===== config.mk =====
export PLATFORM = sky130hd
export DESIGN_NAME = nearest_neighbor_resize_addresser_flat
export DESIGN_NICKNAME = d
export VERILOG_FILES = /design/src/sv/nnra_pkg.sv /design/src/sv/nnra_tick_if.sv /design/src/sv/nnra_move_if.sv /design/src/sv/nnra_cfg_if.sv /design/src/sv/nnra_cfg.sv /design/src/sv/nnra_walk.sv /design/src/sv/nearest_neighbor_resize_addresser.sv /design/src/flat_wrapper.sv
export SDC_FILE = /design/constraint.sdc
export NUM_CORES = 2
export LEC_CHECK = 0
export BUFFER_PORTS_ARGS = -buffer_cell sky130_fd_sc_hd__buf_4
export CORE_MARGIN = 2
export CORE_UTILIZATION = 25
export CTS_CLUSTER_SIZE = 8
export DETAILED_ROUTE_END_ITERATION = 16
export PLACE_DENSITY = 0.4
export SLEW_MARGIN = 10
export SYNTH_ARGS = -nofsm -noshare
export SYNTH_HDL_FRONTEND = slang
export SYNTH_HIERARCHICAL = 1
export SYNTH_SLANG_ARGS = --single-unit

===== constraint.sdc =====
create_clock -name clk -period 15.95 [get_ports clk]
set_input_delay 1.595 -clock clk [delete_from_list [all_inputs] [get_ports clk]]
set_output_delay 1.595 -clock clk [all_outputs]
set_load 0.005 [all_outputs]

===== src/sv/nnra_pkg.sv =====
`default_nettype none
package nnra_pkg;

  // Byte index width of both address outputs
  localparam int IDX_W = 26;

  // Register field widths
  localparam int DIM_REG_W = 13;
  localparam int REM_REG_W = 12;
  localparam int CH_REG_W  = 3;

  // Configuration channel
  localparam int CFG_IDX_W  = 3;
  localparam int CFG_DATA_W = 13;

  // Parameter defaults
  localparam int MAX_DIM_DEF      = 4096;
  localparam int MAX_CHANNELS_DEF = 4;

  typedef enum logic [CFG_IDX_W-1:0] {
    REG_IN_WIDTH     = 3'd0,
    REG_OUT_WIDTH    = 3'd1,
    REG_OUT_HEIGHT   = 3'd2,
    REG_CHANNELS     = 3'd3,
    REG_X_STEP_WHOLE = 3'd4,
    REG_X_STEP_REM   = 3'd5,
    REG_Y_STEP_WHOLE = 3'd6,
    REG_Y_STEP_REM   = 3'd7
  } cfg_reg_t;

  // Register values after clamping, as the address walker uses them
  typedef struct packed {
    logic [DIM_REG_W-1:0] iw;
    logic [DIM_REG_W-1:0] ow;
    logic [DIM_REG_W-1:0] oh;
    logic [CH_REG_W-1:0]  ch;
    logic [DIM_REG_W-1:0] xw;
    logic [REM_REG_W-1:0] xr;
    logic [DIM_REG_W-1:0] yw;
    logic [REM_REG_W-1:0] yr;
  } cfg_eff_t;

endpackage
`default_nettype wire


===== src/sv/nnra_tick_if.sv =====
`default_nettype none
interface nnra_tick_if;
  logic valid;
  logic ready;
  logic restart;

  modport source (output valid, output restart, input ready);
  modport sink   (input valid, input restart, output ready);
endinterface
`default_nettype wire


===== src/sv/nnra_move_if.sv =====
`default_nettype none
interface nnra_move_if;
  logic                       valid;
  logic                       ready;
  logic [nnra_pkg::IDX_W-1:0] src_addr;
  logic [nnra_pkg::IDX_W-1:0] dst_addr;
  logic                       last_of_image;

  modport source (output valid, output src_addr, output dst_addr, output last_of_image,
                  input ready);
  modport sink   (input valid, input src_addr, input dst_addr, input last_of_image,
                  output ready);
endinterface
`default_nettype wire


===== src/sv/nnra_cfg_if.sv =====
`default_nettype none
interface nnra_cfg_if;
  logic                            valid;
  logic                            ready;
  logic [nnra_pkg::CFG_IDX_W-1:0]  index;
  logic [nnra_pkg::CFG_DATA_W-1:0] data;

  modport source (output valid, output index, output data, input ready);
  modport sink   (input valid, input index, input data, output ready);
endinterface
`default_nettype wire


===== src/sv/nnra_cfg.sv =====
`default_nettype none
module nnra_cfg #(
  parameter int MAX_DIM      = nnra_pkg::MAX_DIM_DEF,
  parameter int MAX_CHANNELS = nnra_pkg::MAX_CHANNELS_DEF
) (
  input  wire logic          clk,
  input  wire logic          rst,
  nnra_cfg_if.sink           cfg,
  output nnra_pkg::cfg_eff_t eff
);

  localparam int DW = nnra_pkg::DIM_REG_W;
  localparam int RW = nnra_pkg::REM_REG_W;
  localparam int CW = nnra_pkg::CH_REG_W;

  // Caps in register width; a cap beyond the register range never bites
  localparam logic [DW-1:0] DIM_CAP = (MAX_DIM > (2**DW - 1)) ? {DW{1'b1}} : DW'(MAX_DIM);
  localparam logic [CW-1:0] CH_CAP  =
    (MAX_CHANNELS > (2**CW - 1)) ? {CW{1'b1}} : CW'(MAX_CHANNELS);

  logic [DW-1:0] in_width, out_width, out_height, x_step_whole, y_step_whole;
  logic [RW-1:0] x_step_rem, y_step_rem;
  logic [CW-1:0] channels;

  assign cfg.ready = 1'b1;

  always_ff @(posedge clk) begin
    if (rst) begin
      in_width     <= DW'(1);
      out_width    <= DW'(1);
      out_height   <= DW'(1);
      channels     <= CW'(1);
      x_step_whole <= DW'(1);
      x_step_rem   <= '0;
      y_step_whole <= DW'(1);
      y_step_rem   <= '0;
    end else if (cfg.valid) begin
      unique case (nnra_pkg::cfg_reg_t'(cfg.index))
        nnra_pkg::REG_IN_WIDTH:     in_width     <= cfg.data;
        nnra_pkg::REG_OUT_WIDTH:    out_width    <= cfg.data;
        nnra_pkg::REG_OUT_HEIGHT:   out_height   <= cfg.data;
        nnra_pkg::REG_CHANNELS:     channels     <= cfg.data[CW-1:0];
        nnra_pkg::REG_X_STEP_WHOLE: x_step_whole <= cfg.data;
        nnra_pkg::REG_X_STEP_REM:   x_step_rem   <= cfg.data[RW-1:0];
        nnra_pkg::REG_Y_STEP_WHOLE: y_step_whole <= cfg.data;
        nnra_pkg::REG_Y_STEP_REM:   y_step_rem   <= cfg.data[RW-1:0];
      endcase
    end
  end

  function automatic logic [DW-1:0] dim_clamp(input logic [DW-1:0] v);
    logic [DW-1:0] r;
    if (v == '0)            r = DW'(1);
    else if (v > DIM_CAP)   r = DIM_CAP;
    else                    r = v;
    return r;
  endfunction

  always_comb begin
    eff.iw = dim_clamp(in_width);
    eff.ow = dim_clamp(out_width);
    eff.oh = dim_clamp(out_height);
    if (channels == '0)         eff.ch = CW'(1);
    else if (channels > CH_CAP) eff.ch = CH_CAP;
    else                        eff.ch = channels;
    eff.xw = (x_step_whole > DIM_CAP) ? DIM_CAP : x_step_whole;
    eff.yw = (y_step_whole > DIM_CAP) ? DIM_CAP : y_step_whole;
    // remainder at or above its divisor is taken as divisor minus one
    eff.xr = (DW'(x_step_rem) >= eff.ow) ? RW'(eff.ow - DW'(1)) : x_step_rem;
    eff.yr = (DW'(y_step_rem) >= eff.oh) ? RW'(eff.oh - DW'(1)) : y_step_rem;
  end

endmodule
`default_nettype wire


===== src/sv/nnra_walk.sv =====
`default_nettype none
module nnra_walk #(
  parameter int MAX_DIM      = nnra_pkg::MAX_DIM_DEF,
  parameter int MAX_CHANNELS = nnra_pkg::MAX_CHANNELS_DEF
) (
  input  wire logic               clk,
  input  wire logic               rst,
  input  wire nnra_pkg::cfg_eff_t eff,
  nnra_tick_if.sink               tick,
  nnra_move_if.source             move
);

  localparam int IW    = nnra_pkg::IDX_W;
  localparam int DW    = nnra_pkg::DIM_REG_W;
  localparam int RW    = nnra_pkg::REM_REG_W;
  localparam int CHW   = nnra_pkg::CH_REG_W;
  localparam int CNT_W = $clog2(MAX_DIM);
  localparam int CC_W  = (MAX_CHANNELS > 1) ? $clog2(MAX_CHANNELS) : 1;
  // compare width covering counters and dimensions plus one
  localparam int CMP_W = ((CNT_W > DW) ? CNT_W : DW) + 1;

  // walk position
  logic [CNT_W-1:0] out_col, out_row, src_col_rem, src_row_rem;
  logic [CC_W-1:0]  chan_count;
  logic [IW-1:0]    src_col, src_row_base, dst_count;

  logic [CNT_W-1:0] out_col_next, out_row_next, src_col_rem_next, src_row_rem_next;
  logic [CC_W-1:0]  chan_count_next;
  logic [IW-1:0]    src_col_next, src_row_base_next, dst_count_next;

  // position after an optional restart
  logic [CNT_W-1:0] c_out_col, c_out_row, c_col_rem, c_row_rem;
  logic [CC_W-1:0]  c_chan;
  logic [IW-1:0]    c_src_col, c_row_base, c_dst;

  logic             end_chan, end_col, end_row;
  logic [CNT_W:0]   x_add, y_add;
  logic [IW-1:0]    row_step, src_pix, src_idx;
  logic             accept;

  // remainder step: returns {carry, new remainder}
  function automatic logic [CNT_W:0] rem_add(input logic [CNT_W-1:0] acc,
                                             input logic [RW-1:0] r,
                                             input logic [DW-1:0] d);
    logic [CMP_W-1:0] s;
    logic             carry;
    s     = CMP_W'(acc) + CMP_W'(r);
    carry = 1'b0;
    if (s >= CMP_W'(d)) begin
      s     = s - CMP_W'(d);
      carry = 1'b1;
    end
    if (s >= CMP_W'(d)) s = CMP_W'(d) - CMP_W'(1);
    return {carry, s[CNT_W-1:0]};
  endfunction

  assign tick.ready = !move.valid || move.ready;
  assign accept     = tick.valid && tick.ready;

  always_comb begin
    c_out_col  = tick.restart ? '0 : out_col;
    c_out_row  = tick.restart ? '0 : out_row;
    c_col_rem  = tick.restart ? '0 : src_col_rem;
    c_row_rem  = tick.restart ? '0 : src_row_rem;
    c_chan     = tick.restart ? '0 : chan_count;
    c_src_col  = tick.restart ? '0 : src_col;
    c_row_base = tick.restart ? '0 : src_row_base;
    c_dst      = tick.restart ? '0 : dst_count;

    end_chan = (CHW'(c_chan) + CHW'(1)) >= eff.ch;
    end_col  = (CMP_W'(c_out_col) + CMP_W'(1)) >= CMP_W'(eff.ow);
    end_row  = (CMP_W'(c_out_row) + CMP_W'(1)) >= CMP_W'(eff.oh);

    x_add    = rem_add(c_col_rem, eff.xr, eff.ow);
    y_add    = rem_add(c_row_rem, eff.yr, eff.oh);
    // whole-row product hangs off the registers only; a carry adds one more row
    row_step = IW'(32'(eff.yw) * 32'(eff.iw)) + (y_add[CNT_W] ? IW'(eff.iw) : IW'(0));

    src_pix  = c_row_base + c_src_col;
    src_idx  = IW'(src_pix * IW'(eff.ch)) + IW'(c_chan);

    out_col_next      = c_out_col;
    out_row_next      = c_out_row;
    src_col_rem_next  = c_col_rem;
    src_row_rem_next  = c_row_rem;
    chan_count_next   = c_chan;
    src_col_next      = c_src_col;
    src_row_base_next = c_row_base;
    dst_count_next    = c_dst + IW'(1);

    priority if (!end_chan) begin
      chan_count_next = c_chan + CC_W'(1);
    end else if (!end_col) begin
      chan_count_next  = '0;
      out_col_next     = c_out_col + CNT_W'(1);
      src_col_next     = c_src_col + IW'(eff.xw) + IW'(x_add[CNT_W]);
      src_col_rem_next = x_add[CNT_W-1:0];
    end else if (!end_row) begin
      chan_count_next   = '0;
      out_col_next      = '0;
      src_col_next      = '0;
      src_col_rem_next  = '0;
      out_row_next      = c_out_row + CNT_W'(1);
      src_row_rem_next  = y_add[CNT_W-1:0];
      src_row_base_next = c_row_base + row_step;
    end else begin
      chan_count_next   = '0;
      out_col_next      = '0;
      out_row_next      = '0;
      src_col_next      = '0;
      src_col_rem_next  = '0;
      src_row_rem_next  = '0;
      src_row_base_next = '0;
      dst_count_next    = '0;
    end
  end

  always_ff @(posedge clk) begin
    if (rst) begin
      out_col      <= '0;
      out_row      <= '0;
      src_col_rem  <= '0;
      src_row_rem  <= '0;
      chan_count   <= '0;
      src_col      <= '0;
      src_row_base <= '0;
      dst_count    <= '0;
      move.valid   <= 1'b0;
    end else if (accept) begin
      out_col      <= out_col_next;
      out_row      <= out_row_next;
      src_col_rem  <= src_col_rem_next;
      src_row_rem  <= src_row_rem_next;
      chan_count   <= chan_count_next;
      src_col      <= src_col_next;
      src_row_base <= src_row_base_next;
      dst_count    <= dst_count_next;
      move.valid   <= 1'b1;
    end else if (move.ready) begin
      move.valid <= 1'b0;
    end
  end

  // result payload, no reset
  always_ff @(posedge clk) begin
    if (accept) begin
      move.src_addr      <= src_idx;
      move.dst_addr      <= c_dst;
      move.last_of_image <= end_chan && end_col && end_row;
    end
  end

endmodule
`default_nettype wire


===== src/sv/nearest_neighbor_resize_addresser.sv =====
`default_nettype none
// Nearest-neighbour resize address generator. Each tick beat yields one move
// beat: a source byte index, a destination byte index and a last-of-image
// flag, walking the output image in raster order with the channel innermost.
// Source pixel for output (x, y) is (floor(x*in_w/out_w), floor(y*in_h/out_h)),
// stepped exactly from the whole/remainder registers, so they must be loaded
// with the quotient and remainder of the two ratios. A tick with restart set
// starts again at output byte zero; after the flagged last byte the walk wraps
// by itself. Throughput is one beat per clock while move drains; the move
// beat is registered, as the walk state and the move register update together
// on each accepted tick. A new tick is taken when move is empty or draining.
// The longest paths are the row step (remainder add and carry, then two adds
// into the row base; the whole-row product depends on the registers only) and
// the source index (pixel add, times channels, plus channel). Registers are
// written through the cfg channel, which is always ready; write them only
// while no beat is in flight.
module nearest_neighbor_resize_addresser #(
  parameter int MAX_DIM      = nnra_pkg::MAX_DIM_DEF,
  parameter int MAX_CHANNELS = nnra_pkg::MAX_CHANNELS_DEF
) (
  input  wire logic   clk,
  input  wire logic   rst,
  nnra_cfg_if.sink    cfg,
  nnra_tick_if.sink   tick,
  nnra_move_if.source move
);

  // clamped register view shared with the walker
  nnra_pkg::cfg_eff_t eff;

  nnra_cfg #(
    .MAX_DIM      (MAX_DIM),
    .MAX_CHANNELS (MAX_CHANNELS)
  ) u_cfg (
    .clk (clk),
    .rst (rst),
    .cfg (cfg),
    .eff (eff)
  );

  // position counters, index arithmetic and the move register
  nnra_walk #(
    .MAX_DIM      (MAX_DIM),
    .MAX_CHANNELS (MAX_CHANNELS)
  ) u_walk (
    .clk  (clk),
    .rst  (rst),
    .eff  (eff),
    .tick (tick),
    .move (move)
  );

endmodule
`default_nettype wire

===== src/flat_wrapper.sv =====
// flat-port wrapper written by rule: the top's interface ports become plain ports
module nearest_neighbor_resize_addresser_flat 
#(
  parameter int MAX_DIM      = nnra_pkg::MAX_DIM_DEF,
  parameter int MAX_CHANNELS = nnra_pkg::MAX_CHANNELS_DEF
)
  (clk, rst, cfg_valid, cfg_index, cfg_data, cfg_ready, tick_valid, tick_restart, tick_ready, move_valid, move_src_addr, move_dst_addr, move_last_of_image, move_ready);
  nnra_cfg_if cfg_i ();
  nnra_tick_if tick_i ();
  nnra_move_if move_i ();
  input  wire logic clk;
  input  wire logic rst;
  input wire logic [$bits(cfg_i.valid)-1:0] cfg_valid;
  input wire logic [$bits(cfg_i.index)-1:0] cfg_index;
  input wire logic [$bits(cfg_i.data)-1:0] cfg_data;
  output wire logic [$bits(cfg_i.ready)-1:0] cfg_ready;
  input wire logic [$bits(tick_i.valid)-1:0] tick_valid;
  input wire logic [$bits(tick_i.restart)-1:0] tick_restart;
  output wire logic [$bits(tick_i.ready)-1:0] tick_ready;
  output wire logic [$bits(move_i.valid)-1:0] move_valid;
  output wire logic [$bits(move_i.src_addr)-1:0] move_src_addr;
  output wire logic [$bits(move_i.dst_addr)-1:0] move_dst_addr;
  output wire logic [$bits(move_i.last_of_image)-1:0] move_last_of_image;
  input wire logic [$bits(move_i.ready)-1:0] move_ready;
  assign cfg_i.valid = cfg_valid;
  assign cfg_i.index = cfg_index;
  assign cfg_i.data = cfg_data;
  assign cfg_ready = cfg_i.ready;
  assign tick_i.valid = tick_valid;
  assign tick_i.restart = tick_restart;
  assign tick_ready = tick_i.ready;
  assign move_valid = move_i.valid;
  assign move_src_addr = move_i.src_addr;
  assign move_dst_addr = move_i.dst_addr;
  assign move_last_of_image = move_i.last_of_image;
  assign move_i.ready = move_ready;
  nearest_neighbor_resize_addresser #(.MAX_DIM(MAX_DIM), .MAX_CHANNELS(MAX_CHANNELS)) u_core (.clk(clk), .rst(rst), .cfg(cfg_i), .tick(tick_i), .move(move_i));
endmodule

; Word-level counts from Yosys, hierarchy flattened
; Cells that the tools add are included.
[totals]
register_bits = 274
inputBits = 22
out_inout_bits = 56
word_cells = 132
[op_classes]
n_addsub = 21
mul = 2
n_lt_le_gt_ge = 15
eq_ne = 7
mux = 48
n_reduce_logical = 19
[op_table]
columns = op, count
row1 = $mux 26, 11
row2 = $mux 12, 18
row3 = $mux 13, 9
row4 = $gt 13x13->1 const B, 5
row5 = $add 26x13->26, 2
row6 = $add 26x26->26, 2
row7 = $ge 13x13->1, 4
row8 = $sub 12x1->12 const B, 4
row9 = $logic_not 13->1, 3
row10 = $ge 14x13->1, 2
row11 = $mux 14, 2
row12 = $sub 13x13->14, 2
row13 = $add 12x1->13 const B, 2
row14 = $add 12x12->13, 2
row15 = $add 26x1->26, 1
row16 = $add 26x1->26 const B, 1
row17 = $add 26x2->26, 1
row18 = $ge 12x13->1, 2
row19 = $mul 13x13->26, 1
row20 = $mul 26x3->26, 1
row21 = $add 12x1->12 const B, 2
row22 = $reduce_and 2->1, 8
row23 = $eq 3x3->1 const B, 4
row24 = $eq 3x2->1 const B, 2
row25 = other kinds (13), 21

; Logic depth before layout (Yosys ltp)
[depth]
ltp_word = 14
depth_mapped = 54
mapped_depth_nobuf = 50

; Hierarchy
; The synthesis kept the hierarchy.
[by_module_without_submodules]
columns = mod, n_inst, cells_each, area_per_inst_um2, seq_area_each_um2
row1 = nnra_walk, 1, 2751, 22873.2, 4174.0
row2 = nnra_cfg, 1, 709, 5178.7, 1841.8

; Worst setup path before layout
; No wires, ideal clock.
[synth_path]
kind = input-to-reg
startpoint = in tick_restart
endpoint = reg u_core.u_walk.src_row_base[24]
setup_time_ps = 117
arrival_time_ps = 11770
t_required_ps = 15833
setup_slack_ps = 4063
stages = 45
path_buffers = 8
cell_sequence = clkbuf_1 -> clkbuf_1 -> clkbuf_1 -> clkbuf_1 -> clkbuf_1 -> nor2b_1 -> ha_1 -> fa_1 -> a21o_1 -> a21oi_1 -> o21bai_1 -> a21oi_1 -> o21ai_0 -> a21o_1 -> a21oi_1 -> xnor2_1 -> ha_1 -> or2_2 -> (+9 left out) -> inv_1 -> fa_1 -> inv_1 -> fa_1 -> inv_1 -> fa_1 -> fa_1 -> inv_1 -> fa_1 -> inv_1 -> ha_1 -> or2_2 -> a31o_2 -> a311oi_1 -> o31ai_1 -> o31ai_1 -> xnor2_1 -> a22o_1
[synth_via]
elab_chain_len = 10
elab_cells_between_ends = 20
classes_between = add/sub (6) / order compare (4) / mux (10)
[synth_lines]
columns = element, line
row1 = "start, declared", flat_wrapper.sv:18  ; input wire logic [$bits(tick_i.restart)-1:0] tick_restart;
row2 = $mux 12, nnra_walk.sv:64  ; c_row_rem = tick.restart ? '0 : src_row_rem;
row3 = $add 12x12->13, nnra_walk.sv:47  ; s = CMP_W'(acc) + CMP_W'(r);
row4 = $ge 13x13->1, nnra_walk.sv:49  ; if (s >= CMP_W'(d)) begin
row5 = $mux 1, nnra_walk.sv:49
row6 = $mux 13, nnra_walk.sv:77  ; row_step = IW'(32'(eff.yw) * 32'(eff.iw)) + (y_add[CNT_W] ? IW'(eff.iw) : IW'(0));
row7 = $add 26x13->26, nnra_walk.sv:77
row8 = $add 26x26->26, nnra_walk.sv:105  ; src_row_base_next = c_row_base + row_step;
row9 = $mux 26, nnra_walk.sv:98  ; end else if (!end_row) begin
row10 = $mux 26, nnra_walk.sv:93  ; end else if (!end_col) begin
row11 = $mux 26 (*), nnra_walk.sv:91  ; priority if (!end_chan) begin
row12 = "end signal, assigned", nnra_walk.sv:136  ; src_row_base <= src_row_base_next;
row13 = "end, declared", nnra_walk.sv:25  ; logic [IW-1:0] src_col, src_row_base, dst_count;
; Every way passes the cells marked *; elsewhere a longest branch is shown, timed or not.
; A chain may end at the register's enable or synchronous reset.

==> flow_metrics.env <==
export IMPL_cts_tree="yes"
export IMPL_nets=3996
export IMPL_setup_tns_ns=0
export IMPL_p_clk_frac=0.375
export IMPL_grt_pass1_vias=23800
export IMPL_port_buffers=76
export IMPL_p_switching_w=0.000773
export IMPL_drive_above_1_share=0.0716
export IMPL_gp_congestion=0.832
export IMPL_intPower_w=0.00152
export IMPL_die_area_mm2=0.115
export IMPL_grt_max_degree=82
export IMPL_ys_seq_area_frac=0.214
export IMPL_pwr_share_seq=0.322
export IMPL_fin_crit_ns=12.84
export IMPL_hold_depth=2
export IMPL_grt_pass1_wl_um=140000
export IMPL_h_tree_depth=2
export IMPL_cts_buffers=42
export IMPL_routed_via_density=4.69
export IMPL_cp_common_cell="fa_1"
export IMPL_dp_hpwl_um=67000
export IMPL_end_kind="flop"
export IMPL_max_freq_ghz=0.0779
export IMPL_crit_required_ns=16.43
export IMPL_clock_latency_ns=0.60
export IMPL_cp_slowest_cell="a2bb2oi_2"
export IMPL_cap_violations=0
export IMPL_yosysWarnings=6
export IMPL_postCtsHoldBufs=0
export IMPL_drt_total_wl_um=87400
export IMPL_status="finished, final reports clean"
export IMPL_num_rows=122
export IMPL_fin_area_mm2=0.0316
export IMPL_slew_headroom=0.248
export IMPL_syn2layout_area_growth_pct=12.5
export IMPL_cp_num_buf_inv=6
export IMPL_worst_pin_slew_ns=1.12
export IMPL_vias=23400
export IMPL_cpPeakStageDelay_ns=0.58
export IMPL_cts_setup_buffers=0
export IMPL_numClockSinks=274
export IMPL_crit_fanout=12
export IMPL_fp_coreArea_mm2=0.111
export IMPL_worstSetupPathDepth=47
export IMPL_grt_antenna_before_repair=1
export IMPL_wl_per_cell_um=17.5
export IMPL_fin_hold_ws_ns=0.445
export IMPL_diodes=0
export IMPL_yosys_area_top_type="dfxtp_1"
export IMPL_vdd_drop_max_uv=71.3
export IMPL_rsz0062_at_grt="false"
export IMPL_leakage_nw=14.2
export IMPL_drt_pass1_iterations=5
export IMPL_synth_top_area_frac=0.158
export IMPL_start_kind="flop"
export IMPL_hp_class="flop to flop"
export IMPL_syn_num_nets=3971
export IMPL_fin_crit_sh=0.805
export IMPL_overflow=0
export IMPL_initial_core_util=0.253
export IMPL_powerDensity_mw_per_mm2=72.5
export IMPL_layout_commonest_cell="nand2_1"
export IMPL_ant_nets=0
export IMPL_drcViolationCount=0
export IMPL_setup_viol=0
export IMPL_yosys_register_bits=274
export IMPL_synth_cell_type_count=89
export IMPL_r2r_cells=47
export IMPL_switching_share=0.338
export IMPL_fin_skew_ns=0.0237
export IMPL_criticalPathCategory="flop to flop"
export IMPL_io_pins=78
export IMPL_cp_top_family="adder cells"
export IMPL_drv_slew=0
export IMPL_synth_cell_area_mm2=0.0281
export IMPL_root_buffer="clkbuf_16"
export IMPL_synth_edff_count=53
export IMPL_async_reset_ff_frac=0
export IMPL_arrival_ns=13.33
export IMPL_synthCells=3460
export IMPL_path_clk_slew_ns=0.05
export IMPL_fp_dieH_um=339
export IMPL_ctsResizeCount=0
export IMPL_synth_area_per_cell_um2=8.11
export IMPL_hold_violations=0
export IMPL_drt_iter0_markers=1158
export IMPL_groute_usage_overall=0.152
export IMPL_final_cell_mix="nand2_1, inv_1, ha_1"
export IMPL_cts_buffer_depth=3
export IMPL_chipWidth_um=339
export IMPL_ys_flop_type="dfxtp_1"
export IMPL_combPwrFrac=0.302
export IMPL_ys_top_cells_by_area="dfxtp_1, ha_1, fa_1"
export IMPL_fillers=12100
export IMPL_placed_cell_area_mm2=0.0303
Yosys cell counts, drive strengths merged (8+ instances only):
library cell / count
fa: 187
a211oi: 14
o21bai: 16
nand2: 511
or2: 9
nor2: 213
a311oi: 10
nor4: 19
nor3b: 8
nor2b: 162
nor3: 58
mux2i: 10
a22oi: 56
a21oi: 255
nand2b: 66
clkbuf: 128
o211ai: 11
ha: 302
nand3b: 13
and3: 26
xor2: 40
a22o: 12
buf: 18
mux2: 37
o22ai: 9
inv: 355
o21ai: 133
o31ai: 13
and2: 65
edfxtp: 53
xnor2: 107
a31oi: 22
dfxtp: 221
nand4: 26
o21a: 26
a21o: 55
or3: 33
nand3: 58
or4: 14
final cells by class:
class                   count  area, um2  share of cell area
multi-input cells        2685      20200               0.639
flip-flops and latches    274       6020               0.191
well taps                1488       1860              0.0590
inverters                 355       1330              0.0423
clock buffers              62       1210              0.0383
repair buffers            127        957              0.0303
clock inverters             2       16.3            0.000515
metal layers:
layer | wire [um] | GRT usage | share of wire | vias to the layer above
met4 | 1460 | 0.0318 | 0.017 | 0
met5 | 0 | 0 | 0 | -
met1 | 42700 | 0.208 | 0.49 | 11300
li1 | - | - | - | 11800
met3 | 2140 | 0.0168 | 0.024 | 78
met2 | 41100 | 0.258 | 0.47 | 238
metrics by stage:
step                total power, W  setup slack, ns  instances  utilization
floorplan                  0.00125             4.06       3460            -
global placement           0.00146             2.67       4929        0.273
detailed placement         0.00145             2.56       4929        0.273
finish                     0.00229             3.11       4993        0.284
CTS                        0.00234             2.56       4993        0.284
global route               0.00244             2.10       4993        0.284
path summary, 6_finish.rpt:
kind / startpoint / end / slack (ns)
setup / recovery: u_core/u_cfg/out_height[5] / u_core/u_walk/src_row_base[24] / 3.11
hold / removal: u_core/u_walk/src_row_base[22] / u_core/u_walk/src_row_base[22] / 0.44
setup reg to reg: u_core/u_cfg/out_height[5] / u_core/u_walk/src_row_base[24] / 3.11
hold reg to reg: u_core/u_walk/src_row_base[22] / u_core/u_walk/src_row_base[22] / 0.44
cells by family (layout without fill, tap and decap cells):
family	after synthesis	in the layout	share of synthesized area
xor+xnor	147	147	0.0459
fa+ha+maj	489	489	0.268
other cells	1	1	0.000134
simple gates	1301	1301	0.225
mux	47	47	0.0186
compound gates	700	700	0.159
flops	274	274	0.214
buf+inv	501	546	0.0681
registers in the layout, indices dropped and copies added (netlist names):
signal,cells
u_core/u_cfg/x_step_whole,13
u_core/u_cfg/x_step_rem,12
u_core/u_walk/move.src_addr,26
u_core/u_cfg/y_step_rem,12
u_core/u_walk/src_row_base,26
u_core/u_cfg/in_width,13
u_core/u_walk/src_col,26
u_core/u_walk/out_col,12
u_core/u_walk/src_col_rem,12
u_core/u_walk/out_row,12
u_core/u_walk/move.last_of_image,1
u_core/u_walk/chan_count,2
u_core/u_cfg/out_width,13
u_core/u_walk/dst_count,26
u_core/u_walk/move.dst_addr,26
u_core/u_cfg/y_step_whole,13
u_core/u_cfg/channels,3
u_core/u_walk/src_row_rem,12
u_core/u_cfg/out_height,13
u_core/u_walk/move.valid,1
power by group through the flow:
stage / registers [W] / logic [W] / clock network (W)
final: 0.000738 / 0.000692 / 0.000860
after global routing: 0.000739 / 0.000772 / 0.000924
after CTS: 0.000737 / 0.000703 / 0.000899
after detailed placement: 0.000752 / 0.000699 / 0
after global placement: 0.000752 / 0.000703 / 0
after floorplan: 0.000749 / 0.000504 / 0
tightest hold or removal path: stages, from the launching register on:
cell	delay [ns]
dfxtp_1	0.32
nand2_1	0.04
o21ai_0	0.05
(Power assumes the default switching activity.)
